$ cat config.mk
export PLATFORM = sky130hd
export DESIGN_NAME = iis_scan
export DESIGN_NICKNAME = d
export VERILOG_FILES = /design/src/hdl/assert_macros.svh /design/src/hdl/iis_pkg.sv /design/src/hdl/iis_scan.sv
export SDC_FILE = /design/constraint.sdc
export NUM_CORES = 1
export LEC_CHECK = 0
export BUFFER_PORTS_ARGS = -buffer_cell sky130_fd_sc_hd__clkbuf_2
export CORE_UTILIZATION = 40
export CTS_CLUSTER_DIAMETER = 60
export DETAILED_ROUTE_END_ITERATION = 10
export PLACE_DENSITY = 0.56
export SYNTH_ARGS = -nofsm -noshare
export SYNTH_HDL_FRONTEND = slang
export SYNTH_SLANG_ARGS = --single-unit
export TNS_END_PERCENT = 50
$ cat constraint.sdc
create_clock -name clk -period 2.29 [get_ports clk]
set_input_delay 0.1145 -clock clk [delete_from_list [all_inputs] [get_ports clk]]
set_output_delay 0.1145 -clock clk [all_outputs]
set_load 0.02 [all_outputs]
$ cat src/hdl/assert_macros.svh
// ---------------------------------------------------------------------------
// Assertion macros
// Concurrent checks sampled on clk and disabled while rst is high.
// ---------------------------------------------------------------------------
`ifndef ASSERT_MACROS_SVH
`define ASSERT_MACROS_SVH
`ifndef SYNTHESIS
// Same-cycle implication
`define ASSERT_AT(lbl, en, cond) \
  lbl: assert property (@(posedge clk) disable iff (rst) (en) |-> (cond)) \
    else $error("assertion failed");
// Next-cycle implication
`define ASSERT_NEXT(lbl, en, cond) \
  lbl: assert property (@(posedge clk) disable iff (rst) (en) |=> (cond)) \
    else $error("assertion failed");
`else
`define ASSERT_AT(lbl, en, cond)
`define ASSERT_NEXT(lbl, en, cond)
`endif
`endif

$ cat src/hdl/iis_pkg.sv
// ---------------------------------------------------------------------------
// Integral image package
// Field widths, register indexes and shared helpers.
// ---------------------------------------------------------------------------
package iis_pkg;

  localparam int SUM_W       = 28;
  localparam int PIXEL_W     = 8;
  localparam int DIM_W       = 11;
  localparam int DIM_CLAMP_W = 13;
  localparam int CFG_IDX_W   = 2;
  localparam int OUT_TDATA_W = 32;

  localparam logic [CFG_IDX_W-1:0] REG_IMAGE_WIDTH  = CFG_IDX_W'(0);
  localparam logic [CFG_IDX_W-1:0] REG_IMAGE_HEIGHT = CFG_IDX_W'(1);

  localparam logic [DIM_W-1:0] DIM_RESET = DIM_W'(1024);

  // Per-pixel position flags handed from the scan front to the adder stage
  typedef struct packed {
    logic first_row;
    logic frame_end;
  } scan_flags_t;

  // Last valid position for a dimension: zero counts as one, large values saturate
  function automatic logic [DIM_CLAMP_W-1:0] dim_last(input logic [DIM_W-1:0] v,
                                                      input int maxv);
    logic [DIM_CLAMP_W-1:0] r;
    if (v == '0) begin
      r = '0;
    end else if (int'(v) > maxv) begin
      r = DIM_CLAMP_W'(maxv - 1);
    end else begin
      r = DIM_CLAMP_W'(v) - DIM_CLAMP_W'(1);
    end
    return r;
  endfunction

endpackage

$ cat src/hdl/iis_scan.sv
// ---------------------------------------------------------------------------
// Integral image scan front
// Frame size registers, raster position counters and the running row sum.
// ---------------------------------------------------------------------------
module iis_scan
  import iis_pkg::*;
#(
  parameter int MAX_WIDTH  = 1024,
  parameter int MAX_HEIGHT = 1024,
  parameter int COL_W      = 10,
  parameter int ROW_IDX_W  = 10,
  parameter int USE_BITS   = 8,
  parameter int ROW_W      = 18
) (
  input  logic                 clk,
  input  logic                 rst,
  input  logic                 cfg_we,
  input  logic [CFG_IDX_W-1:0] cfg_index,
  input  logic [DIM_W-1:0]     cfg_data,
  input  logic                 advance,
  input  logic [PIXEL_W-1:0]   pixel,
  output logic [COL_W-1:0]     col,
  output logic [ROW_W-1:0]     row_sum_new,
  output scan_flags_t          flags
);

  logic [COL_W-1:0]     w_last;
  logic [ROW_IDX_W-1:0] h_last;
  logic [ROW_IDX_W-1:0] row;
  logic [ROW_W-1:0]     row_sum;
  logic                 row_end;

  // Add the masked pixel into the row sum
  assign row_sum_new = row_sum + ROW_W'(pixel[USE_BITS-1:0]);
  assign row_end     = (col == w_last);
  assign flags.first_row = (row == '0);
  assign flags.frame_end = row_end && (row == h_last);

  // Advance the raster position; a width or height register write restarts the frame
  always_ff @(posedge clk) begin
    if (rst) begin
      w_last  <= COL_W'(dim_last(DIM_RESET, MAX_WIDTH));
      h_last  <= ROW_IDX_W'(dim_last(DIM_RESET, MAX_HEIGHT));
      col     <= '0;
      row     <= '0;
      row_sum <= '0;
    end else if (cfg_we) begin
      case (cfg_index)
        REG_IMAGE_WIDTH: begin
          w_last  <= COL_W'(dim_last(cfg_data, MAX_WIDTH));
          col     <= '0;
          row     <= '0;
          row_sum <= '0;
        end
        REG_IMAGE_HEIGHT: begin
          h_last  <= ROW_IDX_W'(dim_last(cfg_data, MAX_HEIGHT));
          col     <= '0;
          row     <= '0;
          row_sum <= '0;
        end
        default: begin
        end
      endcase
    end else if (advance) begin
      if (row_end) begin
        col     <= '0;
        row_sum <= '0;
        row     <= (row == h_last) ? '0 : row + ROW_IDX_W'(1);
      end else begin
        col     <= col + COL_W'(1);
        row_sum <= row_sum_new;
      end
    end
  end

endmodule

### After elaboration in Yosys (flattened, before gate mapping)

Cells that the tools add are included.

| operators by class | value |
|---|---|
| add/sub/neg operators | 4 |
| $lt $le $gt $ge | 1 |
| eq/ne operators | 4 |
| muxes and demuxes | 14 |
| reductions and logical operators | 11 |

Operators by type and width:

| operator | number |
|---|---|
| 10-bit 2-to-1 mux | 10 |
| 18-bit 2-to-1 mux | 4 |
| 10-bit by 1-bit adder with 10-bit output, second input constant | 2 |
| 10-bit equality test | 2 |
| 18-bit by 8-bit adder with 18-bit output | 1 |
| 11-bit > comparator, second input constant | 1 |
| 11-bit zero test | 1 |
| 10-bit zero test | 1 |
| 10-bit by 1-bit subtractor with 10-bit output, second input constant | 1 |
| 2-bit AND reduction | 3 |
| 2-bit nonzero test | 2 |
| 3-bit AND reduction | 1 |
| 2-bit by 1-bit equality test with 1-bit output, second input constant | 1 |
| 2-bit zero test | 1 |
| 2-bit != test, second input constant | 1 |
| 2-bit OR reduction | 1 |
| 1-bit logical AND | 1 |

| word-level totals | value |
|---|---|
| register bits after elaboration | 58 |
| input bits | 25 |
| output and inout bits | 30 |
| word-level logic and storage cells | 39 |

### Longest topological paths before layout

Gate-level depths: netlist of the first run.

| logic depth | value |
|---|---|
| word-level depth | 5 |
| gate-level depth with buffers | 9 |
| gate-level depth less buffers | 7 |

### Least setup slack after synthesis of the first run

No wires, ideal clock.

| path | value |
|---|---|
| path type | flip-flop to output port |
| start point | register row_sum[1] |
| end point | output port row_sum_new[15] |
| data arrival time | 2.145 ns |
| data required time | 2.176 ns |
| setup slack | 0.030 ns |
| stages on the path, launching flop included | 7 |
| buffers on the path | 0 |
| cell sequence | dfxtp_1 ha_1 a211oi_1 o21ai_0 a221oi_1 nor2_1 xor2_1 |

| on the way | value |
|---|---|
| cells in the longest elaborated chain, start to end | 1 |

Ends and longest elaborated chain:

| item | line | RTL |
|---|---|---|
| start, declared | iis_scan.sv:30 | `logic [ROW_W-1:0] row_sum;` |
| start signal, assigned | iis_scan.sv:71 | `row_sum <= row_sum_new;` |
| 18-bit by 8-bit adder with 18-bit output | iis_scan.sv:34 | `assign row_sum_new = row_sum + ROW_W'(pixel[USE_BITS-1:0]);` |
| end, declared | iis_scan.sv:23 | `output logic [ROW_W-1:0] row_sum_new,` |

Every way passes these cells.

### Final worst setup path of the first run

| path | value |
|---|---|
| start point | register row_sum[0] |
| end point | output port row_sum_new[10] |

The elaborated chain is that of the path after synthesis.

==> impl_metrics.yaml, run 1 <==
drt:
  vias: 3358
  drtAntennaViolNets: 0
  wl_per_cell_um: 14.80
  drt_iter0_drc: 99
  drc_errors: 0
  wl_um: 8910
  vias_per_cell: 5.578
  dr.pass1.iters: 4
sta:
  setup_ws_ns: -0.01264
  setup_viol: 2
  fmax_ghz: 0.4343
  slew_headroom_pct: 58.07
  post-route-min-period_ns: 2.303
  holdWs_ns: 0.1916
  rsz0062_at_grt: "yes"
  worst_slew_pin_slew_ns: 0.6207
  fin_crit_sh_pct: 100.6
  drv_slew: 0
  hold_violations: 0
  clock_skew_ns: 0.007867
synthesis:
  netlist_area_um2: 3467
  synthCells: 420
  netlist.area_leader.share_pct: 33.49
  yosysSeqAreaShare_pct: 33.49
  yosysWarnings: 0
  avgSynthCellArea_um2: 8.255
  synthTopCellsByArea: "dfxtp_1 33%, xnor2_1 5.3%, xor2_1 4.5%"
  synth-edff-count: 0
  yosysTopAreaCell: "dfxtp_1"
  synth_fp_nets: 458
  synthDistinctLibCells: 59
  synth-seq-cells: 58
  yosys_most_used_dff: "dfxtp_1"
  synthArstFlopShare_pct: 0
global_routing:
  grt-ovfl-total: 0
  antenna_found_initial: 0
  grt_pass1_vias: 2924
  grt_usage_pct: 20.35
  grt_pass1_wl_um: 14230
  grt_max_degree: 30
hold_path:
  hold_class: "primary input to flip-flop"
  holdCritStartpoint: "cfg_data[5]"
worst_setup_path:
  crit_path_end_kind: "output port"
  worstReg2RegStart: "row_sum[0]"
  path_max_fanout: 5
  crit_type: "flip-flop to output port"
  start_kind: "flip-flop"
  critical_path_arrival_ns: 2.19
  worstPathRequired_ns: 2.18
  cpPeakStageDelay_ns: 0.44
  path_delay_family: "compound AO/OA/AOI/OAI gates"
  cpMaxStageDelayCell: "o211ai_1"
  cp-startpoint: "row_sum[0]"
  critPathBufInv: 1
  crit_chain: "ha_4 > fa_2 > a21oi_4 > o211ai_1 > nand4_1 > xnor2_2 > buf_4"
clocking:
  cts_sinks: 58
  postCtsHoldBufs: 0
  clockBufferDepth: 2
  cts_tree: "done"
  root_buffer: "clkbuf_8"
  numCtsBuffers: 9
  clk_latency_ns: 0.34
  clkTransAtPathRegs_ns: 0.07
  htree_levels: 3
die:
  coreArea_um2: 8299
  die_w_um: 95.10
  start_util_pct: 41.78
  ios: 55
  dieArea_um2: 9044
  row_count: 33
  die_h_um: 95.10
place:
  io_buffers: 54
  place.gp.congestion: 0.7773
  place_area_um2: 3939
  dpl.hpwl_um: 6567
run:
  drv_cap: 0
power:
  p_leak_nw: 1.711
  clkPwrFrac_pct: 40.2
  switching_share_pct: 27.64
  power_density_nw_per_um2: 570.6
  p_int_mw: 1.818
  p_seq_share_pct: 42.4
  p_switching_mw: 0.6944
  combPwrFrac_pct: 17.4
  ir_drop_v: 0.0003060
finish:
  antenna_cells: 0
  drive_above_1_share_pct: 26.56
  area_delta_synth_final_pct: 26.99
  design_area_um2: 4403
  final_net_count: 531
  fillers: 810
run_status:
  status: "finished with violations"
  violations: "negative setup slack"
==> final timing paths <==
check / slack (ns) / to / depth (start not counted)
max: -0.01 / row_sum_new[10] / 7
max reg2reg: 0.19 / row_sum[10] / 8
min: 0.19 / h_last[5] / 3
min reg2reg: 0.48 / row_sum[12] / 1
==> Yosys cell counts (all sizes together), types with 7 or more instances <==
cell type,number
a31oi,23
nand4,7
ha,12
o211ai,14
a21oi,21
o31ai,10
xnor2,21
or4,8
o21ai,19
and2,7
inv,11
a22oi,9
xor2,18
nor3,9
nor2,30
clkbuf,18
nand2,35
nand3,14
dfxtp,58
==> cell type report <==
cell class / count / area [um^2] / area share, %
clock inverter: 6 / 82.58 / 1.876
inverter: 12 / 45.04 / 1.023
sequential: 58 / 1166 / 26.48
timing repair buffer: 84 / 520.5 / 11.82
multi-input combinational: 328 / 2333 / 53.00
tap: 105 / 131.4 / 2.984
clock buffer: 9 / 123.9 / 2.813
==> per-layer routing <==
layer	GRT usage, %	up-vias	share of wire [%]
li1	-	1725	-
met1	28.22	1579	51
met2	31.96	46	45
met3	3.190	8	2.7
met4	6.818	0	1.2
met5	0	-	0
==> stage by stage <==
step                TNS (ns)  power (mW)  instances  setup slack (ns)  utilization (%)
floorplan                  0       1.344        420           0.03004                -
global placement           0       1.471        577           0.07143            47.46
detailed placement         0       1.473        577           0.01824            47.46
CTS                  -0.2043       2.515        601           -0.1033            51.80
global route         -0.7614       2.622        602           -0.1414            53.05
finish              -0.01648       2.512        602          -0.01264            53.05
==> repair_timing <==
item / CTS / global route
endpoints found under the setup margin: 12 / 12
buffers inserted: 9 / 1
gates resized for setup: 24 / 29
pin swaps: 15 / 16
cloned: 0 / 0
==> tightest hold or removal path: cells and delay by family <==
kind	cells	cell delay, ns
AND/OR/NAND/NOR	1	0.14
AO/OA/AOI/OAI	1	0.08
buffers and inverters	1	0.14
==> kinds of logic after synthesis <==
logic type                 Yosys count  share of synthesized area (%)
xor gates and xnor gates            39                          9.852
DFF                                 58                          33.49
AOI/OAI and AO/OA                  128                          24.97
adders and majority gates           15                          5.521
and+or+nand+nor                    144                          21.80
muxes                                2                         0.5774
buffers and inverters               34                          3.789
==> power by group through the flow <==
stage	sequential (mW)	combinational [mW]	clock (mW)
final	1.07	0.436	1.01
after global placement	1.08	0.386	0
after floorplan	1.08	0.263	0
after CTS	1.06	0.422	1.03
after global routing	1.07	0.479	1.07
after detailed placement	1.09	0.388	0
==> layout by cell type (no fill, tap or decap), types with 18 or more instances in the layout <==
| cell type | count |
|---|---|
| a21oi_1 | 18 |
| a31oi_1 | 23 |
| buf_4 | 40 |
| clkbuf_2 | 44 |
| dfxtp_1 | 54 |
| nand2_1 | 34 |
| nor2_1 | 28 |
| o21ai_0 | 18 |
| xnor2_1 | 19 |
| xor2_1 | 18 |
==> sequential cells by signal (all words and copies together) (netlist names) <==
signal / count
w_last: 10
h_last: 10
row_sum: 18
row: 10
col: 10
Note: power is estimated with default switching activity, not from simulation.
==> inputs of run 2 (changes only) <==
==> constraint.sdc (replaced) <==
create_clock -name clk -period 2.62 [get_ports clk]
set_input_delay 0.131 -clock clk [delete_from_list [all_inputs] [get_ports clk]]
set_output_delay 0.131 -clock clk [all_outputs]
set_load 0.02 [all_outputs]
==> impl_metrics.yaml, run 2 (same netlist as run 1, synthesis figures left out) <==
drt:
  drc_errors: 0
  wl_per_cell_um: 14.97
  vias: 3277
  wl_um: 8727
  drt_iter0_drc: 143
  drtAntennaViolNets: 0
  dr.pass1.iters: 5
  vias_per_cell: 5.621
die:
  die_w_um: 95.10
  row_count: 33
  dieArea_um2: 9044
  die_h_um: 95.10
  coreArea_um2: 8299
  start_util_pct: 41.78
  ios: 55
finish:
  seqCellArea_um2: 1161
  final_net_count: 511
  design_area_um2: 4059
  drive_above_1_share_pct: 19.46
  largest_reg_flops: 18
  final_common_cell: "dfxtp_1"
  fin_cells: 583
  fillers: 876
  fin_util_pct: 48.91
  largest-register: "row_sum"
  area_delta_synth_final_pct: 17.07
  layout_common_cells: "58 x dfxtp_1, 54 x clkbuf_2, 34 x nand2_1, 30 x nor2_1, 23 x a31oi_1"
  multi_input_area_um2: 2205
  antenna_cells: 0
worst_setup_path:
  cpMaxStageDelayCell: "fa_1"
  cpPeakStageDelay_ns: 0.44
  worstPathRequired_ns: 2.49
  reg2reg_depth: 7
  crit_type: "flip-flop to output port"
  r2r_slack_ns: 0.50
  critical_path_arrival_ns: 2.38
  critPathBufInv: 1
  cp.depth: 8
  crit_path_end_kind: "output port"
  crit_chain: "ha_1 > fa_1 > a21oi_2 > o211ai_1 > nand2_2 > nor2_1 > xnor2_1 > clkbuf_2"
  path_delay_family: "adder cells"
  path_max_fanout: 5
  start_kind: "flip-flop"
clocking:
  root_buffer: "clkbuf_8"
  numCtsBuffers: 9
  cts_tree: "done"
  htree_levels: 3
  clockBufferDepth: 2
  cts_sinks: 58
  clk_latency_ns: 0.34
  cts_setup_buffers: 0
  postCtsHoldBufs: 0
  post_cts_resized: 3
  clkTransAtPathRegs_ns: 0.07
place:
  dpl.hpwl_um: 6503
  io_buffers: 54
  place.gp.congestion: 0.7940
  dp.cells: 567
  place_area_um2: 3864
global_routing:
  grt-ovfl-total: 0
  grt_pass1_vias: 2921
  antenna_found_initial: 0
  grt_pass1_wl_um: 14410
  grt_max_degree: 30
  grt_usage_pct: 20.62
sta:
  fmax_ghz: 0.3985
  worst_slew_pin_slew_ns: 0.6290
  hold_violations: 0
  rsz0062_at_grt: "yes"
  slew_headroom_pct: 57.87
  drv_slew: 0
  holdWs_ns: 0.1746
  fin_setup_tns_ns: 0
  post-route-min-period_ns: 2.510
  fin_crit_sh_pct: 95.79
  clock_skew_ns: 0.01130
  setup_viol: 0
hold_path:
  hold_class: "primary input to flip-flop"
  hold_path_depth: 4
run:
  drv_cap: 0
run_status:
  status: "complete, no violations"
power:
  ir_drop_v: 0.0002460
  p_leak_nw: 1.547
  power_density_nw_per_um2: 492.0
-- run 2: cell types whose count changed in the layout (fill, tap and decap cells not counted), sizes merged --
cell	change
buf	-30
clkbuf	+12
bufinv	-2
clkinvlp	+1
-- run 2: final cells by class --
type | instances | area share [%]
Sequential cell | 58 | 28.61
Multi-Input combinational cell | 328 | 54.32
Inverter | 12 | 1.110
Clock buffer | 11 | 3.483
Tap cell | 105 | 3.237
Timing Repair Buffer | 64 | 8.508
Clock inverter | 5 | 0.7398
-- run 2: stage by stage --
| stage | power (mW) | worst slack, ns |
|---|---|---|
| after CTS | 2.016 | 0.02503 |
| after detailed placement | 1.284 | 0.2854 |
| final | 1.997 | 0.1104 |
| after floorplan | 1.174 | 0.3435 |
| after global routing | 2.091 | -0.01419 |
| after global placement | 1.281 | 0.3367 |
-- run 2: worst register-to-register path: stages, from the launching register on --
cell and delay [ns]:
dfxtp_1 0.31, ha_1 0.23, fa_1 0.44, a21oi_2 0.25
o211ai_1 0.24, and2_1 0.26, a41oi_1 0.21, a31oi_1 0.05
-- run 2: power breakdown --
part | leakage (nW) | internal, mW | switching [mW] | total [mW]
Clock | 0.0851 | 0.363 | 0.363 | 0.726
Combinational | 0.990 | 0.129 | 0.213 | 0.341
Sequential | 0.471 | 0.907 | 0.0224 | 0.929
-- run 2: final timing paths --
path,start,to
min reg2reg,row_sum[12],row_sum[12]
max reg2reg,row_sum[0],row_sum[12]
min,pixel[0],row_sum[0]
max,row_sum[0],row_sum_new[12]
-- run 2: per-layer routing --
| layer | vias up | GRT usage (%) | routed length, um |
|---|---|---|---|
| met2 | 64 | 31.13 | 3887 |
| li1 | 1693 | - | - |
| met3 | 8 | 4.625 | 354 |
| met4 | 0 | 5.682 | 85 |
| met1 | 1512 | 29.23 | 4400 |
| met5 | - | 0 | 0 |
